## src/design/fcs_pkg.sv

```systemverilog
// shared types and constants for the fastq composition statistics block
package fcs_pkg;

    localparam int COUNT_BITS = 40;
    localparam int LEN_BITS   = 32;
    localparam int PHRED_BITS = 7;

    localparam int QDEPTH = 4;
    localparam int QPTR_W = $clog2(QDEPTH);
    localparam int QCNT_W = QPTR_W + 1;

    localparam logic       CMD_DATA = 1'b0;
    localparam logic       CMD_END  = 1'b1;

    localparam logic [7:0] CH_NL = 8'd10;
    localparam logic [7:0] CH_CR = 8'd13;
    localparam logic [7:0] CH_A  = 8'd65;
    localparam logic [7:0] CH_C  = 8'd67;
    localparam logic [7:0] CH_G  = 8'd71;
    localparam logic [7:0] CH_T  = 8'd84;

    localparam logic [7:0] QUAL_LOW_INIT   = 8'd104;
    localparam logic [7:0] QUAL_HIGH_INIT  = 8'd33;
    localparam logic [7:0] QUAL_HIGH_LIMIT = 8'd74;
    localparam logic [7:0] QUAL_LOW_LIMIT  = 8'd59;

    localparam logic [PHRED_BITS-1:0] PHRED_NONE = PHRED_BITS'(0);
    localparam logic [PHRED_BITS-1:0] PHRED_33   = PHRED_BITS'(33);
    localparam logic [PHRED_BITS-1:0] PHRED_64   = PHRED_BITS'(64);

    localparam logic [1:0] PHASE_QUAL   = 2'd0;
    localparam logic [1:0] PHASE_HEADER = 2'd1;
    localparam logic [1:0] PHASE_SEQ    = 2'd2;

    localparam logic [COUNT_BITS-1:0] COUNT_MAX = {COUNT_BITS{1'b1}};
    localparam logic [LEN_BITS-1:0]   LEN_MAX   = {LEN_BITS{1'b1}};

    typedef enum logic [2:0] {
        OP_A,
        OP_C,
        OP_G,
        OP_T,
        OP_OTHER,
        OP_QUAL,
        OP_QCLOSE,
        OP_END
    } op_kind_t;

    typedef struct packed {
        op_kind_t   kind;
        logic [7:0] data_byte;
        logic       close_qual;
    } op_t;

    typedef struct packed {
        logic       cmd;
        logic [7:0] data_byte;
    } in_t;

    typedef struct packed {
        logic [COUNT_BITS-1:0] count_a;
        logic [COUNT_BITS-1:0] count_c;
        logic [COUNT_BITS-1:0] count_g;
        logic [COUNT_BITS-1:0] count_t;
        logic [COUNT_BITS-1:0] count_other;
        logic [7:0]            min_quality_char;
        logic [7:0]            max_quality_char;
        logic [LEN_BITS-1:0]   min_quality_len;
        logic [LEN_BITS-1:0]   max_quality_len;
        logic [PHRED_BITS-1:0] phred_offset;
    } out_t;

endpackage

```

## src/design/fastq_composition_stats.sv

```systemverilog
// top level of the fastq composition statistics block
// Takes one stream byte (or an end request) per clock while full is low: the front end
// classifies each byte by line phase in the accepting cycle, a four-entry queue
// carries the resulting operation to the back end, and the back end updates the
// saturating tallies, quality range and line lengths one operation per cycle unless
// an end request waits for the result register. The back end takes an end request
// from the queue, and registers its totals, only once no earlier result is still
// waiting to be popped. The single result register lets data bytes keep flowing
// while totals wait to be popped; only a second end request stalls behind an
// unpopped result, and full then rises once the queue has filled.
module fastq_composition_stats (
    input  logic          clk,
    input  logic          rst_n,
    input  logic          push,
    output logic          full,
    input  fcs_pkg::in_t  item,
    output logic          empty,
    input  logic          pop,
    output fcs_pkg::out_t result
);
    import fcs_pkg::*;

    logic q_full;
    logic q_push;
    op_t  q_op;
    logic rd_en;
    logic rd_valid;
    op_t  rd_op;

    fcs_front u_front (
        .clk    (clk),
        .rst_n  (rst_n),
        .push   (push),
        .item   (item),
        .q_full (q_full),
        .q_push (q_push),
        .q_op   (q_op),
        .full   (full)
    );

    fcs_queue u_queue (
        .clk      (clk),
        .rst_n    (rst_n),
        .wr_en    (q_push),
        .wr_op    (q_op),
        .q_full   (q_full),
        .rd_en    (rd_en),
        .rd_valid (rd_valid),
        .rd_op    (rd_op)
    );

    fcs_back u_back (
        .clk      (clk),
        .rst_n    (rst_n),
        .rd_valid (rd_valid),
        .rd_op    (rd_op),
        .rd_en    (rd_en),
        .empty    (empty),
        .pop      (pop),
        .result   (result)
    );

endmodule

```

## src/design/fcs_front.sv

```systemverilog
// front end: tracks line phase and turns stream bytes into stats operations
module fcs_front (
    input  logic         clk,
    input  logic         rst_n,
    input  logic         push,
    input  fcs_pkg::in_t item,
    input  logic         q_full,
    output logic         q_push,
    output fcs_pkg::op_t q_op,
    output logic         full
);
    import fcs_pkg::*;

    logic [1:0] phase_reg, phase_next;
    logic       pending_reg, pending_next;
    logic       take;

    assign full = q_full;
    assign take = push && !q_full;

    always_comb
    begin
        phase_next   = phase_reg;
        pending_next = pending_reg;
        q_push       = 1'b0;
        q_op.kind       = OP_OTHER;
        q_op.data_byte  = item.data_byte;
        q_op.close_qual = 1'b0;
        if (take)
        begin
            if (item.cmd == CMD_END)
            begin
                q_push          = 1'b1;
                q_op.kind       = OP_END;
                q_op.close_qual = pending_reg && (phase_reg == PHASE_QUAL);
                phase_next      = PHASE_HEADER;
                pending_next    = 1'b0;
            end
            else if (item.data_byte == CH_NL)
            begin
                // only the end of a quality line matters to the back end
                q_push       = (phase_reg == PHASE_QUAL);
                q_op.kind    = OP_QCLOSE;
                phase_next   = phase_reg + 2'd1;
                pending_next = 1'b0;
            end
            else
            begin
                pending_next = 1'b1;
                if (item.data_byte != CH_CR)
                begin
                    if (phase_reg == PHASE_SEQ)
                    begin
                        q_push = 1'b1;
                        case (item.data_byte)
                            CH_A:    q_op.kind = OP_A;
                            CH_C:    q_op.kind = OP_C;
                            CH_G:    q_op.kind = OP_G;
                            CH_T:    q_op.kind = OP_T;
                            default: q_op.kind = OP_OTHER;
                        endcase
                    end
                    else if (phase_reg == PHASE_QUAL)
                    begin
                        q_push    = 1'b1;
                        q_op.kind = OP_QUAL;
                    end
                end
            end
        end
    end

    always_ff @(posedge clk or negedge rst_n)
    begin
        if (!rst_n)
        begin
            phase_reg   <= PHASE_HEADER;
            pending_reg <= 1'b0;
        end
        else
        begin
            phase_reg   <= phase_next;
            pending_reg <= pending_next;
        end
    end

    // an end request always leaves the front at the header line with nothing pending
    a_end_resets_phase: assert property (@(posedge clk) disable iff (!rst_n)
        (take && item.cmd == CMD_END) |=> (phase_reg == PHASE_HEADER && !pending_reg))
        else $error("front did not return to header phase after end");

    a_push_needs_take: assert property (@(posedge clk) disable iff (!rst_n)
        q_push |-> take)
        else $error("operation queued without an accepted request");

    a_close_only_quality: assert property (@(posedge clk) disable iff (!rst_n)
        (q_push && q_op.close_qual) |-> (phase_reg == PHASE_QUAL && pending_reg))
        else $error("quality close flagged outside a pending quality line");

endmodule

```

## src/design/fcs_queue.sv

```systemverilog
// small operation queue between front and back end
module fcs_queue (
    input  logic         clk,
    input  logic         rst_n,
    input  logic         wr_en,
    input  fcs_pkg::op_t wr_op,
    output logic         q_full,
    input  logic         rd_en,
    output logic         rd_valid,
    output fcs_pkg::op_t rd_op
);
    import fcs_pkg::*;

    op_t               mem [QDEPTH];
    logic [QPTR_W-1:0] wr_ptr_reg, rd_ptr_reg;
    logic [QCNT_W-1:0] count_reg;

    assign q_full   = (count_reg == QCNT_W'(QDEPTH));
    assign rd_valid = (count_reg != '0);
    assign rd_op    = mem[rd_ptr_reg];

    always_ff @(posedge clk)
    begin
        if (wr_en)
        begin
            mem[wr_ptr_reg] <= wr_op;
        end
    end

    always_ff @(posedge clk or negedge rst_n)
    begin
        if (!rst_n)
        begin
            wr_ptr_reg <= '0;
            rd_ptr_reg <= '0;
            count_reg  <= '0;
        end
        else
        begin
            if (wr_en)
            begin
                wr_ptr_reg <= wr_ptr_reg + QPTR_W'(1);
            end
            if (rd_en)
            begin
                rd_ptr_reg <= rd_ptr_reg + QPTR_W'(1);
            end
            count_reg <= count_reg + QCNT_W'(wr_en) - QCNT_W'(rd_en);
        end
    end

    a_count_bound: assert property (@(posedge clk) disable iff (!rst_n)
        count_reg <= QCNT_W'(QDEPTH))
        else $error("queue count beyond depth");

    a_no_underflow: assert property (@(posedge clk) disable iff (!rst_n)
        rd_en |-> rd_valid)
        else $error("queue read while empty");

    a_no_overflow: assert property (@(posedge clk) disable iff (!rst_n)
        wr_en |-> !q_full)
        else $error("queue write while full");

endmodule

```

## src/design/fcs_back.sv

```systemverilog
// back end: tallies, quality range, line lengths and the result register
module fcs_back (
    input  logic          clk,
    input  logic          rst_n,
    input  logic          rd_valid,
    input  fcs_pkg::op_t  rd_op,
    output logic          rd_en,
    output logic          empty,
    input  logic          pop,
    output fcs_pkg::out_t result
);
    import fcs_pkg::*;

    logic [COUNT_BITS-1:0] tally_a_reg, tally_a_next;
    logic [COUNT_BITS-1:0] tally_c_reg, tally_c_next;
    logic [COUNT_BITS-1:0] tally_g_reg, tally_g_next;
    logic [COUNT_BITS-1:0] tally_t_reg, tally_t_next;
    logic [COUNT_BITS-1:0] tally_o_reg, tally_o_next;
    logic [7:0]            low_q_reg, low_q_next;
    logic [7:0]            high_q_reg, high_q_next;
    logic [LEN_BITS-1:0]   line_len_reg, line_len_next;
    logic [LEN_BITS-1:0]   short_reg, short_next;
    logic [LEN_BITS-1:0]   long_reg, long_next;
    logic                  out_valid_reg, out_valid_next;
    out_t                  out_reg, out_next;

    logic [LEN_BITS-1:0]   short_fin, long_fin;
    logic [PHRED_BITS-1:0] phred;
    logic                  out_free;

    assign empty    = !out_valid_reg;
    assign result   = out_reg;
    assign out_free = !out_valid_reg || pop;
    assign rd_en    = rd_valid && ((rd_op.kind != OP_END) || out_free);

    always_comb
    begin
        // a pending quality line closes into the lengths before the totals go out
        short_fin = short_reg;
        long_fin  = long_reg;
        if (rd_op.close_qual)
        begin
            if (line_len_reg < short_reg)
            begin
                short_fin = line_len_reg;
            end
            if (line_len_reg > long_reg)
            begin
                long_fin = line_len_reg;
            end
        end
        phred = PHRED_NONE;
        if (high_q_reg > QUAL_HIGH_LIMIT)
        begin
            phred = PHRED_64;
        end
        if (low_q_reg < QUAL_LOW_LIMIT)
        begin
            phred = PHRED_33;
        end
    end

    always_comb
    begin
        tally_a_next   = tally_a_reg;
        tally_c_next   = tally_c_reg;
        tally_g_next   = tally_g_reg;
        tally_t_next   = tally_t_reg;
        tally_o_next   = tally_o_reg;
        low_q_next     = low_q_reg;
        high_q_next    = high_q_reg;
        line_len_next  = line_len_reg;
        short_next     = short_reg;
        long_next      = long_reg;
        out_valid_next = out_valid_reg && !pop;
        out_next       = out_reg;
        if (rd_en)
        begin
            case (rd_op.kind)
                OP_A:
                begin
                    if (tally_a_reg != COUNT_MAX)
                        tally_a_next = tally_a_reg + COUNT_BITS'(1);
                end
                OP_C:
                begin
                    if (tally_c_reg != COUNT_MAX)
                        tally_c_next = tally_c_reg + COUNT_BITS'(1);
                end
                OP_G:
                begin
                    if (tally_g_reg != COUNT_MAX)
                        tally_g_next = tally_g_reg + COUNT_BITS'(1);
                end
                OP_T:
                begin
                    if (tally_t_reg != COUNT_MAX)
                        tally_t_next = tally_t_reg + COUNT_BITS'(1);
                end
                OP_OTHER:
                begin
                    if (tally_o_reg != COUNT_MAX)
                        tally_o_next = tally_o_reg + COUNT_BITS'(1);
                end
                OP_QUAL:
                begin
                    if (rd_op.data_byte < low_q_reg)
                        low_q_next = rd_op.data_byte;
                    if (rd_op.data_byte > high_q_reg)
                        high_q_next = rd_op.data_byte;
                    if (line_len_reg != LEN_MAX)
                        line_len_next = line_len_reg + LEN_BITS'(1);
                end
                OP_QCLOSE:
                begin
                    if (line_len_reg < short_reg)
                        short_next = line_len_reg;
                    if (line_len_reg > long_reg)
                        long_next = line_len_reg;
                    line_len_next = '0;
                end
                OP_END:
                begin
                    out_valid_next           = 1'b1;
                    out_next.count_a          = tally_a_reg;
                    out_next.count_c          = tally_c_reg;
                    out_next.count_g          = tally_g_reg;
                    out_next.count_t          = tally_t_reg;
                    out_next.count_other      = tally_o_reg;
                    out_next.min_quality_char = low_q_reg;
                    out_next.max_quality_char = high_q_reg;
                    out_next.min_quality_len  = short_fin;
                    out_next.max_quality_len  = long_fin;
                    out_next.phred_offset     = phred;
                    tally_a_next  = '0;
                    tally_c_next  = '0;
                    tally_g_next  = '0;
                    tally_t_next  = '0;
                    tally_o_next  = '0;
                    low_q_next    = QUAL_LOW_INIT;
                    high_q_next   = QUAL_HIGH_INIT;
                    line_len_next = '0;
                    short_next    = LEN_MAX;
                    long_next     = '0;
                end
                default:
                begin
                    out_valid_next = out_valid_reg && !pop;
                end
            endcase
        end
    end

    always_ff @(posedge clk or negedge rst_n)
    begin
        if (!rst_n)
        begin
            tally_a_reg   <= '0;
            tally_c_reg   <= '0;
            tally_g_reg   <= '0;
            tally_t_reg   <= '0;
            tally_o_reg   <= '0;
            low_q_reg     <= QUAL_LOW_INIT;
            high_q_reg    <= QUAL_HIGH_INIT;
            line_len_reg  <= '0;
            short_reg     <= LEN_MAX;
            long_reg      <= '0;
            out_valid_reg <= 1'b0;
        end
        else
        begin
            tally_a_reg   <= tally_a_next;
            tally_c_reg   <= tally_c_next;
            tally_g_reg   <= tally_g_next;
            tally_t_reg   <= tally_t_next;
            tally_o_reg   <= tally_o_next;
            low_q_reg     <= low_q_next;
            high_q_reg    <= high_q_next;
            line_len_reg  <= line_len_next;
            short_reg     <= short_next;
            long_reg      <= long_next;
            out_valid_reg <= out_valid_next;
        end
    end

    always_ff @(posedge clk)
    begin
        out_reg <= out_next;
    end

    a_end_loads_result: assert property (@(posedge clk) disable iff (!rst_n)
        (rd_en && rd_op.kind == OP_END) |=> out_valid_reg)
        else $error("end request did not produce a result");

    a_end_clears_state: assert property (@(posedge clk) disable iff (!rst_n)
        (rd_en && rd_op.kind == OP_END) |=>
            (tally_a_reg == '0 && line_len_reg == '0 && short_reg == LEN_MAX))
        else $error("statistics not cleared after end");

    a_quality_bounds: assert property (@(posedge clk) disable iff (!rst_n)
        (low_q_reg <= QUAL_LOW_INIT) && (high_q_reg >= QUAL_HIGH_INIT))
        else $error("quality range left its starting bounds");

    a_end_waits_for_slot: assert property (@(posedge clk) disable iff (!rst_n)
        (rd_valid && rd_op.kind == OP_END && out_valid_reg && !pop) |-> !rd_en)
        else $error("end request overwrote a waiting result");

endmodule

```

## config.mk

```make
export PLATFORM = sky130hd
export DESIGN_NAME = fastq_composition_stats
export DESIGN_NICKNAME = d
export VERILOG_FILES = /design/src/design/fcs_pkg.sv /design/src/design/fastq_composition_stats.sv /design/src/design/fcs_front.sv /design/src/design/fcs_queue.sv /design/src/design/fcs_back.sv
export SDC_FILE = /design/constraint.sdc
export NUM_CORES = 1
export LEC_CHECK = 0
export ABC_AREA = 0
export ABC_CLOCK_PERIOD_IN_PS = 25500
export BUFFER_PORTS_ARGS = -buffer_cell sky130_fd_sc_hd__buf_2
export CAP_MARGIN = 20
export CORE_MARGIN = 2
export CORE_UTILIZATION = 30
export CTS_CLUSTER_DIAMETER = 100
export DETAILED_ROUTE_END_ITERATION = 10
export PLACE_DENSITY = 0.52
export SYNTH_ARGS = -nofsm -noshare
export SYNTH_HDL_FRONTEND = slang
export SYNTH_SLANG_ARGS = --single-unit
```

## constraint.sdc

```tcl
create_clock -name clk -period 25.5 [get_ports clk]
set_input_delay 5.1 -clock clk [delete_from_list [all_inputs] [get_ports clk]]
set_output_delay 5.1 -clock clk [all_outputs]
set_load 0.01 [all_outputs]
```

==> results of run 1 <==
[worst max-delay path by stage]
stage | endpoint | startpoint | depth (start not counted) | slack (ns)
3_3_place_gp | u_back.tally_o_reg[25]$_DFFE_PN0P_ | pop | 9 | 16.13
2_1_floorplan | u_back.result[100]$_DFFE_PP_ | pop | 5 | 11.11
5_1_grt | u_back.tally_o_reg[25]$_DFFE_PN0P_ | pop | 10 | 16.91
4_1_cts | u_back.tally_o_reg[25]$_DFFE_PN0P_ | pop | 9 | 16.76
3_5_place_dp | u_back.tally_o_reg[25]$_DFFE_PN0P_ | pop | 9 | 16.08
6_report | u_back.tally_o_reg[25]$_DFFE_PN0P_ | pop | 10 | 17.30
[critical path: stages]
cell      delay, ns
buf_2          0.09
nand2b_1       0.27
nand3_2        0.43
inv_8          0.79
buf_4          0.75
buf_4          0.48
buf_16         0.33
o21ai_0        0.17
xor2_1         0.19
nor2_1         0.05
[metal layers]
layer | up-vias | share of wire, %
li1 | 8956 | -
met1 | 9571 | 46
met2 | 455 | 46
met3 | 113 | 5.5
met4 | 4 | 2.2
met5 | - | 0.037
[area by class of cell]
| class | count | area, um^2 |
|---|---|---|
| Clock inverter | 38 | 447 |
| Clock buffer | 106 | 2180 |
| Multi-Input combinational cell | 1450 | 9930 |
| Timing Repair Buffer | 314 | 1650 |
| Sequential cell | 653 | 18000 |
| Fill cell | 9303 | 60700 |
| Inverter | 118 | 450 |
| Tap cell | 1265 | 1580 |
[logic make-up (layout without fill, tap and decap cells)]
family          after synthesis  after routing  share of synthesized area (%)
other cells                   1              4                         0.0130
mux                          88             88                           3.85
compound gates              276            276                           6.41
xor+xnor                    184            184                           5.59
fa+ha+maj                    93             93                           4.07
flops                       653            653                           62.6
buf+inv                     210            576                           3.04
simple gates                805            805                           14.4
[placed cells by master (no fill, tap or decap), drive strengths merged, types with 11 or more instances in the layout]
cell type  instances
a21oi             79
a22o              33
and2              21
and3              44
and4              29
buf              314
clkbuf           106
clkinv            22
dfrtp            285
dfstp             38
edfxtp           330
ha                92
inv              123
mux2              63
mux2i             13
mux4              12
nand2            126
nand2b            11
nand3            106
nand4             84
nor2             238
nor3              47
nor4              18
o21ai             75
o22a              34
or3               42
xnor2             70
xor2             114
[cell usage after synthesis, types with 13 or more instances]
cell type,count
a21oi_1,79
a22o_1,33
and2_1,21
and3_1,44
and4_1,29
buf_2,21
clkbuf_1,50
dfrtp_1,285
dfstp_2,38
edfxtp_1,330
ha_1,92
inv_1,117
mux2_2,62
mux2i_1,13
nand2_1,126
nand3_1,103
nand4_1,83
nor2_1,236
nor3_1,46
nor4_1,17
o21ai_0,73
o22a_1,34
or3_1,42
xnor2_1,70
xor2_1,114
[power breakdown]
group	internal [mW]	switching (mW)
clock network	0.676	0.455
logic	0.351	0.691
registers	1.42	0.131
==> flow_summary_export.csv, run 1 <==
group,metric,value,unit
run_status,outcome,"finished clean",
place,placed_cells,3799,
place,portBuffers,297,
power,p_leak,14.2,nW
worst_hold_path,hold_path.class,"reg -> reg",
cells_and_area,fin_nets,2720,
timing,setup_viol,0,
timing,max_freq,122,MHz
cells_and_area,antennaDiodeCount,0,
yosys,ys_seq_area_share,62.6,%
cts,h-tree-depth,3,
grt,grt_usage,14.6,%
timing,whs,0.448,ns
timing,tightest_slew,1.10,ns
grt,grt_pass1_wl,113,mm
detailed_routing,drc,0,
timing,hold_viol_final,0,
floorplanning,initial_core_util,30.3,%
cts,cts_tree,"built",
timing,worst_slack,17.30,ns
cts,clk_latency,0.64,ns
worst_hold_path,min_to,"u_back.result[75]$_DFFE_PP_",
cts,clk_transition_reported_paths,0.06,ns
yosys,ys.flop_type,"edfxtp_1",
floorplanning,num_rows,113,
yosys,synth.area.top_cells,"edfxtp_1 (34%), dfrtp_1 (25%), ha_1 (4.0%)",
detailed_routing,post_drt_wl_per_cell,18.4,um
detailed_routing,vias,19100,
cells_and_area,stdcell_count,3944,
worst_hold_path,worst_hold_startpoint,"u_back.high_q_reg[4]$_DFFE_PN0P_",
cells_and_area,final_cell_area,34300,um^2
place,hpwl,48.9,mm
cts,cts_buffer_depth,3,
cts,ctsHoldBuffers,0,
yosys,synthDistinctLibCells,84,
cells_and_area,final_core_util,36.1,%
critical_path,rr_worst_depth,10,
power,p_total,3.73,mW
grt,overflow,0,
floorplanning,core,95000,um^2
timing,final_max_slew_viol_count,0,
cts,cts.sinks,653,
critical_path,crit_type,"in -> reg",
yosys,yosys_warnings,0,
yosys,synth_edf_count,330,
cts,numCtsBuffers,77,
cells_and_area,largest_reg_flops,282,
grt,grt_use_met3,3.27,%
floorplanning,fp.dieH,314,um
yosys,synth-async-reset-ratio,49.5,%
detailed_routing,drt_iter0_drc,1229,
floorplanning,dieArea,98500,um^2
cells_and_area,area_growth,19.0,%
grt,grt_max_degree,157,
critical_path,r2r-start,"u_queue.rd_ptr_reg[0]$_DFFE_PN0P_",
timing,maxSlewHeadroom,26.7,%
grt,met2_usage,23.2,%
cts,cts_root_buffer,"clkbuf_16",
grt,use_met1,19.9,%
critical_path,cp_max_fo,121,
yosys,synth-seq-cells,653,
power,vdd_ir_drop_max,56.6,uV
floorplanning,dieWidth,314,um
floorplanning,ios,302,
timing,fin_crit_sh,32.2,%
job,max_cap_viol_count,0,
place,gp_congestion,0.807,
critical_path,endpoint_kind,"flop",
cells_and_area,drive_gt1_share,21.4,%
yosys,synth_top_area_share,34.4,%
cts,cts_resized,0,
grt,top_usage_layer,"met2",
critical_path,crit_path_start_kind,"input pin",
worst_hold_path,hold_depth,0,
yosys,syn_area_per_cell,12.5,um^2
critical_path,cp.arrival,8.71,ns
detailed_routing,drtPass1Iterations,5,
place,place_ws,16.08,ns
grt,antenna_found_initial,8,
timing,post-route-min-period,8.20,ns
place,dpl_cell_area,31600,um^2
timing,setup_tns,0,ns
grt,grt_pass1_vias,19600,
critical_path,crit_required,26.01,ns
power,p_per_area,109,nW/um^2
timing,finClkSkew,0.0219,ns
yosys,syn_inst,2310,
detailed_routing,ant_nets,0,
yosys,netlist_area,28800,um^2
cts,cts_setup_buffers,0,
critical_path,r2r-end,"u_back.tally_o_reg[25]$_DFFE_PN0P_",
timing,rsz0062_at_grt,"false",
detailed_routing,vias_per_cell,4.84,
critical_path,regToRegSetupSlack,20.19,ns
yosys,yosys.area.top_type,"edfxtp_1",
detailed_routing,drt-total-wl,72.7,mm
Note: power is estimated with default switching activity, not from simulation.
==> run 2, diff against run 1 <==
--- a/config.mk
+++ b/config.mk
@@ -5,15 +5,15 @@
 export SDC_FILE = /design/constraint.sdc
 export NUM_CORES = 1
 export LEC_CHECK = 0
-export ABC_AREA = 0
-export ABC_CLOCK_PERIOD_IN_PS = 25500
+export ABC_AREA = 1
+export ABC_CLOCK_PERIOD_IN_PS = 7370
 export BUFFER_PORTS_ARGS = -buffer_cell sky130_fd_sc_hd__buf_2
 export CAP_MARGIN = 20
 export CORE_MARGIN = 2
 export CORE_UTILIZATION = 30
 export CTS_CLUSTER_DIAMETER = 100
 export DETAILED_ROUTE_END_ITERATION = 10
-export PLACE_DENSITY = 0.52
+export PLACE_DENSITY = 0.53
 export SYNTH_ARGS = -nofsm -noshare
 export SYNTH_HDL_FRONTEND = slang
 export SYNTH_SLANG_ARGS = --single-unit
==> constraint.sdc (replaced) <==
create_clock -name clk -period 7.37 [get_ports clk]
set_input_delay 1.474 -clock clk [delete_from_list [all_inputs] [get_ports clk]]
set_output_delay 1.474 -clock clk [all_outputs]
set_load 0.01 [all_outputs]
==> run 2 against run 1 <==
First-iteration DRC count increased by 61%. Count of clock-buffer cells in the layout decreased by 8. Critical path type is now reg -> reg. Die area increased by 18%. Worst setup slack got worse by 15 ns. Global-route usage increased by 2.7 points. Highest routed layer is now met4. Core utilization decreased by 0.70 points. Cell area increased by 16%.
==> flow_summary_export.csv, run 2 <==
group,metric,value,unit
timing,final_max_slew_viol_count,0,
cts,cts_resized,0,
cells_and_area,drive_gt1_share,12.6,%
power,p_per_area,457,nW/um^2
floorplanning,dieArea,116000,um^2
cts,cts_setup_buffers,0,
detailed_routing,vias,27300,
cells_and_area,multi_input_area,14000,um^2
yosys,ys.flop_type,"edfxtp_1",
cells_and_area,area_growth,17.1,%
yosys,syn_area_per_cell,8.49,um^2
yosys,yosysMostFrequentCell,"nand2_1",
critical_path,cpMaxStageDelayCell,"nand2_2",
yosys,synth-async-reset-ratio,49.5,%
critical_path,critPathMaxStageDelay,0.72,ns
timing,fin_crit_sh,63.0,%
yosys,yosys_warnings,0,
critical_path,cp_top_family,"simple AND/OR/NAND/NOR gates",
timing,post-route-min-period,4.64,ns
worst_hold_path,hold_path.class,"reg -> reg",
yosys,synth_top_area_share,29.1,%
critical_path,path_buf_inv,4,
yosys,ys_seq_area_share,53.1,%
place,portBuffers,297,
yosys,yosys-top-cells-count,"nand2_1 (1293), nor2_1 (453), nand3_1 (380)",
detailed_routing,ant_nets,0,
detailed_routing,drc,0,
critical_path,crit_required,7.91,ns
floorplanning,fp.dieH,341,um
place,place_ws,2.38,ns
cells_and_area,final_common_cell,"nand2_1",
yosys,synth.area.top_cells,"edfxtp_1 (29%), dfrtp_1 (21%), nand2_1 (14%)",
timing,worst_slack,2.73,ns
floorplanning,initial_core_util,30.2,%
cells_and_area,fin_nets,4371,
critical_path,endpoint_kind,"flop",
yosys,yosys.area.top_type,"edfxtp_1",
yosys,syn_inst,4002,
grt,overflow,0,
grt,grt_usage,17.3,%
cts,clk_transition_reported_paths,0.06,ns
timing,finClkSkew,0.0289,ns
timing,hold_viol_final,0,
timing,setup_viol,0,
place,hpwl,70.9,mm
detailed_routing,vias_per_cell,4.68,
cts,cts_tree,"built",
yosys,netlist_area,34000,um^2
timing,max_freq,215,MHz
cts,cts.sinks,653,
cts,h-tree-depth,3,
job,max_cap_viol_count,0,
cells_and_area,final_core_util,35.4,%
power,p_leak,17.2,nW
cts,clk_latency,0.65,ns
grt,grt_max_degree,189,
detailed_routing,drt-total-wl,101,mm
power,vdd_ir_drop_max,309,uV
grt,grt_pass1_vias,26200,
detailed_routing,drt_iter0_drc,1978,
detailed_routing,drtPass1Iterations,6,
place,gp_congestion,0.909,
timing,maxSlewHeadroom,28.2,%
cts,numCtsBuffers,78,
cts,cts_buffer_depth,3,
critical_path,cp_max_fo,61,
timing,rsz0062_at_grt,"false",
critical_path,regToRegSetupSlack,2.73,ns
timing,setup_tns,0,ns
cells_and_area,final-seq-area,18000,um^2
yosys,synth_edf_count,330,
critical_path,crit_chain,"inv_4 > nand2_1 > nand3_2 > nand2_2 > nor2_4 > nand2_4 > inv_4 > nand2_4 > nand2_8 > inv_4 > nand2_2 > inv_2 > nand2_1 > nand2_1",
cells_and_area,final_cell_mix,"nand2_1 (1291), nor2_1 (453), nand3_1 (379)",
grt,grt_pass1_wl,158,mm
cells_and_area,fillers,11700,
timing,whs,0.481,ns
detailed_routing,post_drt_wl_per_cell,17.3,um
floorplanning,dieWidth,341,um
timing,tightest_slew,1.08,ns
cts,ctsHoldBuffers,0,
floorplanning,core,112000,um^2
floorplanning,ios,302,
cts,cts_root_buffer,"clkbuf_16",
yosys,synthDistinctLibCells,49,
yosys,synth-seq-cells,653,
critical_path,crit_path_start_kind,"flop",
cells_and_area,largest_reg_flops,282,
floorplanning,num_rows,123,
grt,antenna_found_initial,2,
critical_path,cp.arrival,5.18,ns
run_status,outcome,"finished clean",
critical_path,crit_type,"reg -> reg",
[run 2: changes by cell type after synthesis, sizes merged, moves of 42 or more]
cell | previous run | this run
and3 | 44 | 0
buf | 40 | 84
inv | 118 | 323
mux2 | 63 | 0
nand2 | 126 | 1301
nand3 | 106 | 385
nor2 | 238 | 459
nor3 | 47 | 110
o21ai | 75 | 180
or3 | 42 | 0
xor2 | 114 | 170
[run 2: kinds of logic after synthesis]
kind of cell               synth area share, %
AOI/OAI and AO/OA                         3.77
xor gates and xnor gates                  5.15
adders and majority gates                 3.44
buffers and inverters                     5.73
DFF                                       53.1
other                                   0.0110
and+or+nand+nor                           28.8
[run 2: area by class of cell]
class                           instances  area share (%)
Sequential cell                       653            45.3
Multi-Input combinational cell       2884            35.3
Clock inverter                         48            1.87
Antenna cell                            1         0.00629
Clock buffer                           98            5.25
Tap cell                             1500            4.71
Timing Repair Buffer                  324            4.48
Inverter                              324            3.08
[run 2: tightest hold or removal path: cells and delay by family, from the launching register on]
kind             cells  cell delay, ns
DFF                  1            0.38
and+or+nand+nor      2            0.11
[run 2: per-stage QoR]
step                      cells  instance area (um^2)  power [mW]
final                      5832                 39800        18.2
after global routing       5831                 39800        19.7
after CTS                  5826                 39700        18.5
after detailed placement   5680                 36900        14.1
after global placement     5680                 36900        14.0
after floorplan            4005                 34000        11.6
[run 2: final timing paths]
| check | from | to | cells past startpoint |
|---|---|---|---|
| hold / removal | u_back.low_q_reg[3]$_DFFE_PN1P_ | u_back.low_q_reg[3]$_DFFE_PN1P_ | 2 |
| max in group asynchronous | rst_n | u_back.tally_g_reg[18]$_DFFE_PN0P_ | 2 |
| setup reg to reg | u_queue.rd_ptr_reg[0]$_DFFE_PN0P_ | u_back.tally_a_reg[25]$_DFFE_PN0P_ | 14 |
| hold reg to reg | u_back.low_q_reg[3]$_DFFE_PN1P_ | u_back.low_q_reg[3]$_DFFE_PN1P_ | 2 |
| setup / recovery | u_queue.rd_ptr_reg[0]$_DFFE_PN0P_ | u_back.tally_a_reg[25]$_DFFE_PN0P_ | 14 |
| min in group asynchronous | rst_n | u_back.long_reg[28]$_DFFE_PN0P_ | 1 |
[run 2: power by group]
part | switching [mW] | leakage (nW) | internal (mW)
Combinational | 5.38 | 8.50 | 2.13
Sequential | 0.859 | 7.31 | 5.59
Clock | 1.64 | 1.36 | 2.61
[run 2: routing by layer]
layer / vias up / routed length (um) / track usage [%]
met3: 110 / 4640 / 2.80
met4: 0 / 1830 / 4.27
met2: 567 / 47600 / 28.4
li1: 13600 / - / -
met5: - / 0 / 0
met1: 13000 / 46800 / 23.8
==> run 3, diff against run 2 <==
--- a/config.mk
+++ b/config.mk
@@ -5,15 +5,15 @@
 export SDC_FILE = /design/constraint.sdc
 export NUM_CORES = 1
 export LEC_CHECK = 0
-export ABC_AREA = 1
-export ABC_CLOCK_PERIOD_IN_PS = 7370
+export ABC_AREA = 0
+export ABC_CLOCK_PERIOD_IN_PS = 3900
 export BUFFER_PORTS_ARGS = -buffer_cell sky130_fd_sc_hd__buf_2
 export CAP_MARGIN = 20
 export CORE_MARGIN = 2
 export CORE_UTILIZATION = 30
 export CTS_CLUSTER_DIAMETER = 100
 export DETAILED_ROUTE_END_ITERATION = 10
-export PLACE_DENSITY = 0.53
+export PLACE_DENSITY = 0.54
 export SYNTH_ARGS = -nofsm -noshare
 export SYNTH_HDL_FRONTEND = slang
 export SYNTH_SLANG_ARGS = --single-unit
==> constraint.sdc (replaced) <==
create_clock -name clk -period 3.9 [get_ports clk]
set_input_delay 0.78 -clock clk [delete_from_list [all_inputs] [get_ports clk]]
set_output_delay 0.78 -clock clk [all_outputs]
set_load 0.01 [all_outputs]
==> run 3 against run 2 <==
Cell count shrank 32%. Critical path depth fell by 5. Cell area fell by 13%. Wire length is 28% lower. Maximum frequency rose by 25%. Flip-flop and latch count did not move. Clock skew is 0.0037 ns lower. Core utilization up 1.1 points. Worst setup slack worse by 2.5 ns.
==> flow_summary_export.csv, run 3 (synthesized netlist as in run 1, its figures left out) <==
group,metric,value,unit
run_status,outcome,"finished clean",
power,swShare,33.5,%
timing,hold_viol_final,0,
detailed_routing,drt_iter0_drc,1259,
grt,grt_usage,14.6,%
detailed_routing,drtPass1Iterations,5,
floorplanning,fp.dieH,314,um
cts,clk_transition_reported_paths,0.06,ns
critical_path,r2r-end,"u_back.result[64]$_DFFE_PP_",
timing,setup_tns,0,ns
job,max_cap_viol_count,0,
cts,ctsHoldBuffers,0,
timing,finClkSkew,0.0252,ns
critical_path,rr_worst_depth,9,
critical_path,endpoint_kind,"flop",
cells_and_area,final_cell_mix,"edfxtp_1 (330), buf_2 (296), dfrtp_1 (285)",
power,pwr-share-seq,40.8,%
cts,cts_setup_buffers,0,
grt,met2_usage,22.4,%
place,portBuffers,297,
place,place_ws,0.142,ns
cells_and_area,fin_nets,2750,
cells_and_area,largest_reg_flops,282,
critical_path,cp_max_fo,20,
grt,grt_max_degree,116,
floorplanning,ios,302,
power,clockPowerShare,30.9,%
detailed_routing,drc,0,
power,combPwrFrac,28.3,%
floorplanning,dieWidth,314,um
detailed_routing,vias_per_cell,4.76,
critical_path,crit_required,4.27,ns
cts,cts_resized,0,
floorplanning,dieArea,98500,um^2
grt,grt_use_met3,2.94,%
timing,tightest_slew,0.938,ns
cells_and_area,final_common_cell,"edfxtp_1",
power,p_per_area,718,nW/um^2
critical_path,cp.arrival,4.09,ns
cts,cts_buffer_depth,3,
power,power_switching,8.35,mW
cells_and_area,area_growth,20.4,%
cells_and_area,multi_input_area,9940,um^2
cells_and_area,final-seq-area,18000,um^2
cts,cts.sinks,653,
cts,numCtsBuffers,77,
timing,worst_slack,0.179,ns
detailed_routing,vias,18900,
timing,fin_crit_sh,95.4,%
detailed_routing,drt-total-wl,72.2,mm
worst_hold_path,hold_path.class,"in -> async",
power,vdd_ir_drop_max,489,uV
timing,post-route-min-period,3.72,ns
cts,clk_latency,0.64,ns
power,p_leak,14.5,nW
floorplanning,initial_core_util,30.3,%
timing,max_freq,269,MHz
detailed_routing,ant_nets,0,
cells_and_area,drive_gt1_share,22.4,%
timing,setup_viol,0,
critical_path,regToRegSetupSlack,0.18,ns
critical_path,crit_type,"reg -> reg",
timing,final_max_slew_viol_count,0,
grt,use_met1,20.9,%
cts,h-tree-depth,3,
critical_path,r2r-start,"u_back.short_reg[1]$_DFFE_PN1P_",
grt,grt_pass1_wl,112,mm
grt,antenna_found_initial,4,
grt,overflow,0,
place,hpwl,49.5,mm
floorplanning,num_rows,113,
grt,grt_pass1_vias,18500,
cts,cts_root_buffer,"clkbuf_16",
timing,rsz0062_at_grt,"false",
place,gp_congestion,0.780,
timing,maxSlewHeadroom,37.4,%
cts,cts_tree,"built",
detailed_routing,post_drt_wl_per_cell,18.2,um
floorplanning,core,95000,um^2
cells_and_area,fillers,9324,
critical_path,crit_path_start_kind,"flop",
grt,top_usage_layer,"met2",
power,intPower,16.5,mW
## run 3: critical path, cell delays in order (launching register included)
cell and delay, ns:
dfstp_2 0.54, inv_1 0.04, ha_1 0.28, a2111oi_0 0.41
o21ai_0 0.31, a2111oi_1 0.65, o22ai_1 0.34, nor2_4 0.15
buf_4 0.33, mux2_2 0.39
## run 3: through the flow
step	util, %	total power [mW]	hold WS (ns)	cell area, um^2	std cells
4_1_cts	36.5	25.4	0.119	34700	3971
5_1_grt	36.5	26.3	0.169	34700	3971
2_1_floorplan	-	14.5	0.425	28800	2313
6_report	36.5	24.9	0.148	34700	3973
3_3_place_gp	33.7	17.5	0.440	32000	3830
3_5_place_dp	33.7	17.5	0.442	32000	3830
## run 3: layout make-up
class,instances,share of cell area [%]
Antenna cell,2,0.0144
Clock buffer,99,6.00
Clock inverter,42,1.78
Inverter,118,1.30
Multi-Input combinational cell,1450,28.7
Sequential cell,653,52.0
Tap cell,1265,4.56
Timing Repair Buffer,344,5.66
## run 3: power groups by stage
stage          sequential, mW  clock [mW]  combinational [mW]
6_report                 10.2        7.70                7.04
3_5_place_dp             10.3           0                7.20
3_3_place_gp             10.3           0                7.17
4_1_cts                  10.2        7.93                7.23
5_1_grt                  10.3        8.19                7.80
2_1_floorplan            10.5           0                3.99
## run 3: worst max path at each step
stage          slack, ns                           end                              start
6_report            0.18   u_back.result[64]$_DFFE_PP_    u_back.short_reg[1]$_DFFE_PN1P_
5_1_grt             0.07   u_back.result[67]$_DFFE_PP_    u_back.short_reg[1]$_DFFE_PN1P_
4_1_cts             0.09   u_back.result[64]$_DFFE_PP_    u_back.short_reg[1]$_DFFE_PN1P_
3_3_place_gp        0.10   u_back.result[64]$_DFFE_PP_    u_back.short_reg[1]$_DFFE_PN1P_
2_1_floorplan       0.38  u_back.result[100]$_DFFE_PP_  u_queue.rd_ptr_reg[0]$_DFFE_PN0P_
3_5_place_dp        0.14   u_back.result[52]$_DFFE_PP_    u_back.short_reg[1]$_DFFE_PN1P_
## run 3: per-layer routing
layer	up-vias	routed length (um)
met2	421	32600
met3	83	3870
met5	-	26
met4	4	1300
met1	9367	34400
li1	9035	-
